--- src/rtl/smte_pkg.sv ---
// Shared types and constants of the stack-machine token executor.
// No dependencies.
package smte_pkg;

    localparam int MODE_W    = 4;
    localparam int OPERAND_W = 64;
    localparam int TOP_W     = 64;
    localparam int DEPTH_W   = 11;
    localparam int NEXT_W    = 16;
    localparam int STATUS_W  = 3;
    localparam int S_TDATA_W = 72;
    localparam int M_TDATA_W = 96;

    localparam logic [MODE_W-1:0] MODE_PUSH = 4'd1;
    localparam logic [MODE_W-1:0] MODE_ADD  = 4'd2;
    localparam logic [MODE_W-1:0] MODE_SUB  = 4'd3;
    localparam logic [MODE_W-1:0] MODE_MUL  = 4'd4;
    localparam logic [MODE_W-1:0] MODE_DIV  = 4'd5;
    localparam logic [MODE_W-1:0] MODE_JUMP = 4'd6;
    localparam logic [MODE_W-1:0] MODE_CMP  = 4'd7;
    localparam logic [MODE_W-1:0] MODE_JEQ  = 4'd8;

    localparam logic [STATUS_W-1:0] ST_OK      = 3'd0;
    localparam logic [STATUS_W-1:0] ST_INVALID = 3'd1;
    localparam logic [STATUS_W-1:0] ST_UNDER   = 3'd2;
    localparam logic [STATUS_W-1:0] ST_OVER    = 3'd3;
    localparam logic [STATUS_W-1:0] ST_DIVZERO = 3'd4;

    // controller -> datapath
    typedef struct packed {
        logic                load_in;
        logic                rd_second;
        logic                rd_third;
        logic                do_push;
        logic                do_cmp;
        logic                do_jump;
        logic                do_adv;
        logic                do_wr_r;
        logic                md_start;
        logic                do_pop2;
        logic                load_third;
        logic                load_out;
        logic [STATUS_W-1:0] status;
    } cmd_t;

    // datapath -> controller
    typedef struct packed {
        logic [MODE_W-1:0] mode;
        logic              cnt_ge1;
        logic              cnt_ge2;
        logic              cnt_ge3;
        logic              full;
        logic              b_zero;
        logic              eq_ab;
        logic              md_done;
    } sts_t;

endpackage

--- src/rtl/smte_ctrl.sv ---
// Controller: token sequencing, error checks and stream handshakes.
// Depends on smte_pkg.
module smte_ctrl
    import smte_pkg::*;
(
    input  logic aclk,
    input  logic aresetn,
    input  logic s_tvalid,
    output logic s_tready,
    output logic m_tvalid,
    input  logic m_tready,
    input  sts_t sts,
    output cmd_t cmd
);

    localparam logic [2:0] S_IDLE   = 3'd0;
    localparam logic [2:0] S_DECODE = 3'd1;
    localparam logic [2:0] S_READ   = 3'd2;
    localparam logic [2:0] S_MD     = 3'd3;
    localparam logic [2:0] S_READ3  = 3'd4;
    localparam logic [2:0] S_DONE   = 3'd5;

    logic [2:0]          state_reg, state_next;
    logic [STATUS_W-1:0] status_reg, status_next;
    logic                mvalid_reg, mvalid_next;
    logic                out_free;

    assign out_free = !mvalid_reg || m_tready;
    assign s_tready = (state_reg == S_IDLE);

    always_comb begin
        cmd         = '0;
        cmd.status  = status_reg;
        state_next  = state_reg;
        status_next = status_reg;
        case (state_reg)
            S_IDLE: begin
                if (s_tvalid) begin
                    cmd.load_in = 1'b1;
                    status_next = ST_OK;
                    state_next  = S_DECODE;
                end
            end
            S_DECODE: begin
                state_next = S_DONE;
                case (sts.mode)
                    MODE_PUSH: begin
                        if (sts.full) begin
                            status_next = ST_OVER;
                        end else begin
                            cmd.do_push = 1'b1;
                            cmd.do_adv  = 1'b1;
                        end
                    end
                    MODE_ADD, MODE_SUB, MODE_MUL, MODE_DIV, MODE_JEQ: begin
                        if (!sts.cnt_ge2) begin
                            status_next = ST_UNDER;
                        end else begin
                            cmd.rd_second = 1'b1;
                            state_next    = S_READ;
                        end
                    end
                    MODE_JUMP: cmd.do_jump = 1'b1;
                    MODE_CMP: begin
                        if (!sts.cnt_ge1) begin
                            status_next = ST_UNDER;
                        end else begin
                            cmd.do_cmp = 1'b1;
                            cmd.do_adv = 1'b1;
                        end
                    end
                    default: status_next = ST_INVALID;
                endcase
            end
            S_READ: begin
                state_next = S_DONE;
                if (sts.mode inside {MODE_ADD, MODE_SUB}) begin
                    cmd.do_wr_r = 1'b1;
                    cmd.do_adv  = 1'b1;
                end else if (sts.mode == MODE_JEQ) begin
                    cmd.do_jump = sts.eq_ab;
                    cmd.do_adv  = !sts.eq_ab;
                    cmd.do_pop2 = 1'b1;
                    // new top sits three below the old count
                    if (sts.cnt_ge3) begin
                        cmd.rd_third = 1'b1;
                        state_next   = S_READ3;
                    end
                end else if (sts.mode == MODE_DIV && sts.b_zero) begin
                    status_next = ST_DIVZERO;
                end else begin
                    cmd.md_start = 1'b1;
                    state_next   = S_MD;
                end
            end
            S_MD: begin
                if (sts.md_done) begin
                    cmd.do_wr_r = 1'b1;
                    cmd.do_adv  = 1'b1;
                    state_next  = S_DONE;
                end
            end
            S_READ3: begin
                cmd.load_third = 1'b1;
                state_next     = S_DONE;
            end
            S_DONE: begin
                if (out_free) begin
                    cmd.load_out = 1'b1;
                    state_next   = S_IDLE;
                end
            end
            default: state_next = S_IDLE;
        endcase
    end

    always_comb begin
        mvalid_next = mvalid_reg;
        if (cmd.load_out) begin
            mvalid_next = 1'b1;
        end else if (m_tready) begin
            mvalid_next = 1'b0;
        end
    end

    always_ff @(posedge aclk) begin
        if (!aresetn) begin
            state_reg  <= S_IDLE;
            status_reg <= ST_OK;
            mvalid_reg <= 1'b0;
        end else begin
            state_reg  <= state_next;
            status_reg <= status_next;
            mvalid_reg <= mvalid_next;
        end
    end

    assign m_tvalid = mvalid_reg;

endmodule

--- config.mk ---
export PLATFORM = sky130hd
export DESIGN_NAME = smte_ctrl
export DESIGN_NICKNAME = d
export VERILOG_FILES = /design/src/rtl/smte_pkg.sv /design/src/rtl/smte_ctrl.sv
export SDC_FILE = /design/constraint.sdc
export NUM_CORES = 1
export LEC_CHECK = 0
export ABC_AREA = 1
export BUFFER_PORTS_ARGS = -buffer_cell sky130_fd_sc_hd__buf_2
export CORE_MARGIN = 2
export CORE_UTILIZATION = 40
export DETAILED_ROUTE_END_ITERATION = 16
export PLACE_DENSITY = 0.69
export RECOVER_POWER = 100
export SYNTH_ARGS = -nofsm -noshare
export SYNTH_HDL_FRONTEND = slang
export SYNTH_SLANG_ARGS = --single-unit
--- constraint.sdc ---
create_clock -name aclk -period 1.2 [get_ports aclk]
set_input_delay 0.24 -clock aclk [delete_from_list [all_inputs] [get_ports aclk]]
set_output_delay 0.24 -clock aclk [all_outputs]
set_load 0.02 [all_outputs]
Word-level counts from Yosys, hierarchy flattened
Index checks and enable logic that the tools add are counted.
{ "classes": {"addsub": 0, "n_mul": 0, "div": 0, "order_cmp": 0, "eq_ne": 23, "shifts": 0, "n_mux": 53, "n_bitwise": 0, "reduce_logical": 11} }
{ "op_table": {"columns": ["cell", "count"], "rows": [
  ["3-bit two-way mux", 15],
  ["1-bit two-way mux", 26],
  ["3-bit one-hot mux with 6 select lines", 1],
  ["4-bit by 3-bit == test with 1-bit output (second input constant)", 4],
  ["2-bit inequality test (second input constant)", 7],
  ["3-bit one-hot mux with 4 select lines", 1],
  ["2-bit two-way mux", 5],
  ["3-bit inequality test (second input constant)", 3],
  ["3-bit one-hot mux with 3 select lines", 1],
  ["9-bit AND reduction", 1],
  ["4-bit by 2-bit == test with 1-bit output (second input constant)", 2],
  ["3-bit by 2-bit == test with 1-bit output (second input constant)", 2],
  ["3-bit == test (second input constant)", 2],
  ["1-bit one-hot mux with 2 select lines", 3],
  ["5-bit OR reduction", 1],
  ["4-bit by 1-bit == test with 1-bit output (second input constant)", 1],
  ["4-bit == test (second input constant)", 1],
  ["2-bit nonzero test", 2],
  ["3-bit by 1-bit == test with 1-bit output (second input constant)", 1],
  ["3-bit logical NOT", 1],
  ["1-bit one-hot mux with 3 select lines", 1],
  ["3-bit AND reduction", 1],
  ["3-bit nonzero test", 1],
  ["1-bit logical NOT", 2],
  ["2 further kinds", 2]
]} }
{ "totals": {"regBits": 7, "latch_bits": 0, "mem_bits_rw": 0, "romBits": 0, "in_bits": 15, "out_inout_bits": 17, "word_cells": 90, "n_memories": 0} }

Logic depth before layout (Yosys ltp)
Gate-level depths: netlist of the first run.
{ "logic_depth": {"word_depth": 6, "ltp_mapped": 12, "mapped_depth_nobuf": 12} }

Worst setup path after synthesis of the first run
No wires, ideal clock.
{ "synth_path": {"kind": "reg2out", "from": "register state_reg[2]", "to": "output cmd[8] (netlist name)", "arrival_ns": 1.198, "t_required_ns": 0.960, "slack_ns": -0.238, "path_stages_with_launch": 6, "path_buffers": 0, "path_cell_list": "dfxtp_1 inv_2 nand2_2 nor2_2 nand2_2 o2111ai_1"} }
{ "synth_rtl": {"columns": ["element", "line_no", "source"], "rows": [
  ["start: declaration", "smte_ctrl.sv:23", "logic [2:0] state_reg, state_next;"],
  ["start signal: assignment", "smte_ctrl.sv:132", "state_reg <= state_next;"],
  ["end: declaration", "smte_ctrl.sv:13", "output cmd_t cmd"]
]} }

==> flow_metrics.tcl, run 1 <==
set metrics [dict create \
    die-height_um 45.1 \
    intPower_mw 0.662 \
    pwr-share-clk_pct 19.1 \
    root_buffer "clkbuf_4" \
    total_power_mw 1.14 \
    cts_tree "built" \
    n_fill_cell 86 \
    synth_ff_type "dfxtp_1" \
    numPortBuffers 31 \
    syn-num-nets 142 \
    grt_first_pass_wirelength_um 3980 \
    num_antenna_cells 0 \
    critical_path.startpoint_type "flip-flop" \
    worst_ep_arrival_time_ns 1.36 \
    crit_path_cell_trace "inv_4 -> nand2_4 -> nor2_4 -> nand2_4 -> o2111ai_2 -> buf_6" \
    synth_edf_count 0 \
    outcome "finished, violations left" \
    synth_common_cells "38 x nand2_1, 23 x nor2_1, 16 x inv_1, 10 x nand3_1" \
    top_usage_layer "met2" \
    row_count 14 \
    fin_ws_ns -0.400 \
    maxSlewViolCount 0 \
    place_congestion 0.879 \
    routedWlPerCell_um 14.9 \
    dp_hpwl_um 1700 \
    clock_sinks 7 \
    io_pins 32 \
    synth_seq_cells 7 \
    violations "negative setup slack" \
    dieWidth_um 45.1 \
    period_minus_slack_ns 1.60 \
    syn2layout_area_growth_pct 94.6 \
    cts_buffers 3 \
    nets 207 \
    drc 0 \
    insertion_delay_ns 0.26 \
    h-tree-depth 1 \
    rsz0062_at_grt "true" \
    timing.final.crit_share_pct 133 \
    met2_usage_pct 49.4 \
    crit_top_cell "nand2_4" \
    swShare_pct 41.8 \
    wl_um 3080 \
    switchingPower_mw 0.476 \
    routed_via_density 5.43 \
    yosys.area.top_type "nand2_1" \
    grt_pass1_vias 967 \
    cellLeakagePower_nw 0.723 \
    slew-limit-headroom_pct 74.7 \
    cp_top_family "simple AND/OR/NAND/NOR gates" \
    grt-ovfl-total 0 \
    antenna_found_initial 0 \
    cp_num_buf_inv 2 \
    pwr-share-comb_pct 54.5 \
    finalSetupViolCount 20 \
    ir_worst_vdd_v 0.000841 \
    finClkSkew_ns 0.00959 \
    hp-class "in -> reg" \
    timing_worst_setup_path_type "reg -> out" \
    clockBufferDepth 2 \
    drv_cap 0 \
    netlist_area_um2 677 \
    tightest_slew_ns 0.378 \
    hold_viol 0 \
    ys_warn_count 0 \
    cp.required_ns 0.96 \
    track_usage_pct 26.7 \
    power_density_mw_per_mm2 863 \
    drt-pass1-iter-count 5 \
    cp_slowest_cell "dfxtp_2" \
    grt_util_met3_pct 3.20 \
    fin_tns_setup_ns -4.83 \
    synth_cell_types 20 \
    core_area_mm2 0.00154 \
    seq_area_frac_synth_pct 20.7 \
    netlist.area_leader.share_pct 21.1 \
    synth-async-reset-ratio_pct 0 \
    clkTransAtPathRegs_ns 0.06 \
    groute.layer.met1.usage_pct 30.5 \
    first_iter_violations 51 \
    synth.avg_cell_area_um2 5.33 \
    layout-drive-gt1-share_pct 52.9 \
    crit_fanout 4 \
    end_kind "output pin" \
    grt_max_degree 8 \
    yosysMostFrequentCell "nand2_1" \
    dieArea_mm2 0.00204 \
    syn-instance-count 127 \
    synth_area_leaders "nand2_1 21%, dfxtp_1 21%, nor2_1 13%" \
    worst_hold_slack_ns 0.259 \
    cp_slowest_stage_delay_ns 0.33 \
    sequentialPowerShare_pct 26.3 \
    ant_nets 0 \
    floorplan.initialDensity_pct 43.9 \
    fmax_mhz 625 \
    via_count 1123 \
]
[path summary, 6_finish.rpt]
check,start,end,slack (ns),cells past startpoint
setup / recovery,state_reg[2],cmd[8],-0.40,6
hold / removal,aresetn,status_reg[1],0.26,3
setup reg to reg,state_reg[2],status_reg[2],-0.29,12
hold reg to reg,status_reg[2],status_reg[2],0.52,4
[power by group through the flow]
stage	registers, mW	logic (mW)	clock network [mW]
after global routing	0.302	0.671	0.237
after detailed placement	0.296	0.470	0
after floorplan	0.323	0.251	0
after global placement	0.293	0.464	0
after CTS	0.295	0.540	0.232
final	0.299	0.621	0.218
[cells in the final DEF, fill, tap and decap left out, types with 2 or more instances in the layout]
cell type,count
nand3_2,3
nand2_4,3
clkbuf_1,5
nand3_1,8
inv_4,2
nand2_1,32
nor3_4,2
nor2_2,4
a21oi_1,3
clkbuf_4,3
buf_4,29
nor2_4,3
dfxtp_1,4
dfxtp_4,2
nor2_1,19
inv_1,14
inv_2,6
nand2_2,9
buf_2,14
buf_6,14
[cell families (layout without fill, tap and decap cells)]
kind of cell	count (synthesis)	after routing	share of synthesized area (%)
and+or+nand+nor	88	88	58.2
buffers and inverters	24	88	13.9
AOI/OAI and AO/OA	8	8	7.21
DFF	7	7	20.7
[final cells by class]
class / count / area, um^2 / area share [%]
multi-input cells: 96 / 563 / 42.7
repair buffers: 61 / 460 / 34.9
flip-flops and latches: 7 / 149 / 11.3
inverters: 23 / 98.8 / 7.50
clock buffers: 4 / 26.3 / 1.99
well taps: 16 / 20.0 / 1.52
[worst min-delay path: stages]
cell and delay, ns:
buf_2 0.14, nand2_1 0.07, nor2_1 0.03
[per-layer routing]
metal | share of wire [%] | wire [um]
met2 | 50 | 1540
met3 | 8.7 | 268
met1 | 36 | 1120
met4 | 4.9 | 152
met5 | 0 | 0
[what timing repair did]
action	CTS	global route
pin swaps	6	3
resized for setup	37	17
setup endpoints to repair	19	20
hold buffers	0	0
setup buffers	4	5
cloned	0	0
[per-stage QoR]
| stage | instance area, um^2 | setup slack, ns | std cells | utilization [%] |
|---|---|---|---|---|
| after floorplan | 714 | -0.0927 | 127 | - |
| after global placement | 1040 | -0.173 | 194 | 67.5 |
| after detailed placement | 1040 | -0.235 | 194 | 67.5 |
| after CTS | 1220 | -0.374 | 202 | 78.9 |
| after global routing | 1320 | -0.438 | 207 | 85.5 |
| final | 1320 | -0.400 | 207 | 85.5 |
(Power assumes the default switching activity.)
==> inputs of run 2 (changes only) <==
- CORE_UTILIZATION: 40 -> 45
- PLACE_DENSITY: 0.69 -> 0.74
- clock period: 1.2 -> 1.6 ns (I/O delays scaled with it)
==> run 2 against run 1 <==
- the run still ends with negative setup slack left
- setup slack improved by 0.40 ns
- hold slack improved by 0.067 ns
- clock skew fell by 0.0094 ns
- die area fell by 10%
- global-route usage fell by 5.0 points
- design area fell by 24%
- largest power group unchanged
==> flow_metrics.tcl, run 2 (synthesis results as in run 1) <==
set metrics [dict create \
    startpoint "state_reg[2]" \
    io_pins 32 \
    nets 186 \
    cts_hold_buffers 0 \
    routed_via_density 4.89 \
    finClkSkew_ns 0.000140 \
    critical_path.startpoint_type "flip-flop" \
    cellLeakagePower_nw 0.586 \
    n_fill_cell 117 \
    place_congestion 0.877 \
    die-height_um 42.8 \
    cp.required_ns 1.28 \
    crit_end "cmd[8]" \
    violations "negative setup slack" \
    numPortBuffers 31 \
    tightest_slew_ns 0.241 \
    place_inst 175 \
    period_minus_slack_ns 1.60 \
    via_count 905 \
    power_density_mw_per_mm2 698 \
    maxSlewViolCount 0 \
    grt-ovfl-total 0 \
    core_area_mm2 0.00135 \
    ant_nets 0 \
    layout.cells.most_common "nand2_1" \
    track_usage_pct 21.6 \
    floorplan.initialDensity_pct 50.1 \
    dieWidth_um 42.8 \
    regToRegSetupSlack_ns 0.15 \
    finalSetupViolCount 1 \
    grt_first_pass_wirelength_um 3040 \
    slew-limit-headroom_pct 83.8 \
    final_area_mm2 0.00101 \
    drv_cap 0 \
    dieArea_mm2 0.00183 \
    fmax_mhz 624 \
    insertion_delay_ns 0.25 \
    rsz0062_at_grt "true" \
    placed_cell_area_um2 866 \
    row_count 13 \
    final_util_pct 74.6 \
    hold_viol 0 \
    final_cells 185 \
    layout-drive-gt1-share_pct 40.0 \
    pre_cts_slack_ns 0.0163 \
    dp_hpwl_um 1440 \
    cts_tree "built" \
    grt_pass1_vias 767 \
    wl_um 1890 \
    drc 0 \
    multi_input_comb_area_um2 484 \
    seq_area_um2 149 \
    root_buffer "clkbuf_4" \
    outcome "finished, violations left" \
    final_cell_mix "38 x nand2_1, 23 x buf_2, 20 x nor2_1" \
    num_antenna_cells 0 \
    fin_tns_setup_ns -0.00233 \
    timing.final.crit_share_pct 100 \
    ir_worst_vdd_v 0.000514 \
    hp-class "in -> reg" \
    r2r_start "state_reg[2]" \
    routedWlPerCell_um 10.2 \
    timing.reg2reg.worst_path_depth 12 \
    first_iter_violations 22 \
    clockBufferDepth 2 \
    fin_ws_ns -0.00233 \
    syn2layout_area_growth_pct 48.8 \
    grt_max_degree 8 \
    antenna_found_initial 0 \
    drt-pass1-iter-count 4 \
    clock_sinks 7 \
    end_kind "output pin" \
    cts_buffers 3 \
    clkTransAtPathRegs_ns 0.05 \
    worst_ep_arrival_time_ns 1.28 \
    timing_worst_setup_path_type "reg -> out" \
    r2r_end "status_reg[2]" \
    crit_fanout 3 \
    h-tree-depth 1 \
]
-- run 2: cell count changes in the layout (fill, tap and decap cells not counted), sizes merged --
cell / change
clkbuf: -1
buf: -20
-- run 2: power by group --
group / total [mW] / internal, mW / switching [mW] / leakage [nW]
registers: 0.222 / 0.198 / 0.0243 / 0.0592
logic: 0.318 / 0.120 / 0.198 / 0.512
clock network: 0.162 / 0.0953 / 0.0668 / 0.0150
-- run 2: layer usage --
metal	GRT usage, %	up-vias	share of wire, %
li1	-	480	-
met1	26.3	378	43
met2	37.6	42	47
met3	5.11	5	8.2
met4	5.63	0	1.2
met5	0	-	0
-- run 2: cell type report --
| cell class | count | share of cell area, % |
|---|---|---|
| inverters | 23 | 9.32 |
| repair buffers | 40 | 23.4 |
| multi-input cells | 96 | 48.1 |
| well taps | 15 | 1.86 |
| clock buffers | 4 | 2.61 |
| flip-flops and latches | 7 | 14.8 |
-- run 2: how the worst min path moves through the flow --
stage,start,endpoint,cells after the start
finish,aresetn,state_reg[1],3
global route,aresetn,state_reg[1],3
detailed placement,status_reg[0],status_reg[0],4
CTS,aresetn,state_reg[1],3
floorplan,aresetn,state_reg[1],2
global placement,status_reg[1],status_reg[1],4
-- run 2: per-stage QoR --
| stage | power [mW] | hold slack, ns |
|---|---|---|
| floorplan | 0.417 | 0.418 |
| global placement | 0.503 | 0.496 |
| detailed placement | 0.506 | 0.506 |
| CTS | 0.690 | 0.327 |
| global route | 0.759 | 0.329 |
| finish | 0.703 | 0.327 |
-- run 2: what timing repair did --
item,in CTS,in global routing
setup buffers,5,1
pin swaps,3,3
setup endpoints to repair,7,7
resized for setup,12,12
-- run 2: worst max-delay path: stages (launching register included) --
cell	delay, ns
dfxtp_2	0.34
inv_4	0.08
nand2_4	0.07
nor2_4	0.12
nand2_2	0.08
o2111ai_2	0.17
buf_4	0.17
==> inputs of run 3 (changes only) <==
- CORE_ASPECT_RATIO: unset -> 0.9
==> run 3 against run 2 <==
- the run still ends with negative setup slack left
- total power down 1.4%
- utilization down 6.4 points
- die area about the same
- highest routed layer unchanged
- critical endpoint unchanged
- combinational power down 5%
==> flow_metrics.tcl, run 3 (synthesis results as in run 1) <==
set metrics [dict create \
    outcome "finished, violations left" \
    violations "negative setup slack" \
    ir_worst_vdd_v 0.000587 \
    cts_hold_buffers 0 \
    period_minus_slack_ns 1.64 \
    crit_fanout 6 \
    cp.required_ns 1.28 \
    dp_hpwl_um 1440 \
    power_density_mw_per_mm2 710 \
    h-tree-depth 1 \
    regToRegSetupSlack_ns 0.21 \
    final_cell_mix "37 x nand2_1, 22 x nor2_1, 18 x buf_2" \
    floorplan.initialDensity_pct 47.3 \
    crit_path_cell_trace "inv_2 -> nor2_1 -> nand2_1 -> o2111ai_2 -> buf_4" \
    clock_sinks 7 \
    cts_buffers 3 \
    critical_path.startpoint_type "flip-flop" \
    grt-ovfl-total 0 \
    cp_slowest_cell "dfxtp_4" \
    worst_ep_arrival_time_ns 1.32 \
    holdCritStartpoint "aresetn" \
    antenna_found_initial 0 \
    hold_viol 0 \
    drv_cap 0 \
    swShare_pct 41.7 \
    total_power_mw 0.693 \
    finalSetupViolCount 3 \
    dieArea_mm2 0.00183 \
    clockBufferDepth 2 \
    insertion_delay_ns 0.26 \
    drc 0 \
    timing_worst_setup_path_type "reg -> out" \
    cp_slowest_stage_delay_ns 0.40 \
    routed_via_density 4.88 \
    core_area_mm2 0.00143 \
    min_to "state_reg[1]" \
    layout-drive-gt1-share_pct 37.9 \
    cp_top_family "flip-flops" \
    tightest_slew_ns 0.259 \
    fin_ws_ns -0.0410 \
    finClkSkew_ns 0.00526 \
    ant_nets 0 \
    slew-limit-headroom_pct 82.6 \
    die-height_um 40.8 \
    r2r_start "state_reg[1]" \
    grt_max_degree 8 \
    intPower_mw 0.404 \
    place_congestion 0.888 \
    hp-class "in -> reg" \
    wl_um 1880 \
    final_area_um2 976 \
    first_iter_violations 16 \
    maxSlewViolCount 0 \
    dieWidth_um 44.9 \
    r2r_end "status_reg[1]" \
    timing.reg2reg.worst_path_depth 10 \
    cp_num_buf_inv 2 \
    routedWlPerCell_um 10.2 \
    nets 185 \
    switchingPower_mw 0.289 \
    pwr-share-clk_pct 24.9 \
    syn2layout_area_growth_pct 44.2 \
    fmax_mhz 609 \
    row_count 13 \
    rsz0062_at_grt "true" \
    drt-pass1-iter-count 4 \
    final_util_pct 68.2 \
    clkTransAtPathRegs_ns 0.06 \
    sequentialPowerShare_pct 31.6 \
    placed_cell_area_um2 866 \
    numPortBuffers 31 \
    track_usage_pct 22.2 \
    grt_pass1_vias 715 \
    pwr-share-comb_pct 43.5 \
    cellLeakagePower_nw 0.572 \
    root_buffer "clkbuf_4" \
    via_count 898 \
    timing.final.crit_share_pct 103 \
    layout.cells.most_common "nand2_1" \
    num_antenna_cells 0 \
    cts_tree "built" \
    holdPathStages 3 \
    end_kind "output pin" \
    grt_first_pass_wirelength_um 2870 \
    io_pins 32 \
]
==> run 3: cell count changes in the layout (fill, tap and decap cells not counted), sizes merged <==
cell / before / now
clkbuf: 7 / 13
buf: 37 / 30
==> run 3: cell type report <==
type                       count  area, um^2
clock buffer                   4        26.3
fill                         153         455
multi-input combinational     96         469
inverter                      23        88.8
timing repair buffer          39         224
sequential                     7         149
tap                           15        18.8
==> run 3: timing repair <==
item | CTS | global route
setup buffers | 4 | 1
pin swaps | 2 | 3
resized for setup | 9 | 10
endpoints found under the setup margin | 7 | 8
==> run 3: power groups by stage <==
| stage | Sequential, mW | Clock (mW) | Combinational, mW |
|---|---|---|---|
| 2_1_floorplan | 0.236 | 0 | 0.181 |
| 3_5_place_dp | 0.218 | 0 | 0.289 |
| 6_report | 0.219 | 0.172 | 0.301 |
| 5_1_grt | 0.223 | 0.190 | 0.336 |
| 4_1_cts | 0.217 | 0.172 | 0.303 |
| 3_3_place_gp | 0.217 | 0 | 0.283 |
==> run 3: how the worst max path moves through the flow <==
stage | startpoint | end | slack, ns | cells past startpoint
5_1_grt | state_reg[0] | cmd[8] | -0.11 | 5
4_1_cts | state_reg[2] | cmd[8] | -0.08 | 6
3_3_place_gp | sts[10] | cmd[8] | 0.08 | 9
2_1_floorplan | state_reg[2] | cmd[8] | 0.08 | 5
3_5_place_dp | sts[9] | cmd[8] | 0.003 | 7
6_report | state_reg[0] | cmd[8] | -0.04 | 5
==> run 3: worst min-delay path, cell delays in order <==
cell and delay, ns:
buf_2 0.13, nand2_1 0.06, inv_1 0.04
==> run 3: layer usage <==
metal / track usage [%] / vias up / share of wire, %
li1: - / 475 / -
met1: 25.7 / 394 / 42
met2: 40.2 / 27 / 51
met3: 6.61 / 2 / 5.1
met4: 6.62 / 0 / 1.1
met5: 0 / - / 0
==> run 3: metrics by stage <==
stage | std cells | setup slack, ns | TNS [ns] | hold slack (ns)
after floorplan | 127 | 0.0824 | 0 | 0.418
after global placement | 175 | 0.0771 | 0 | 0.496
after detailed placement | 175 | 0.00332 | 0 | 0.504
after CTS | 183 | -0.0828 | -0.0991 | 0.321
after global routing | 184 | -0.112 | -0.426 | 0.326
final | 184 | -0.0410 | -0.0598 | 0.312
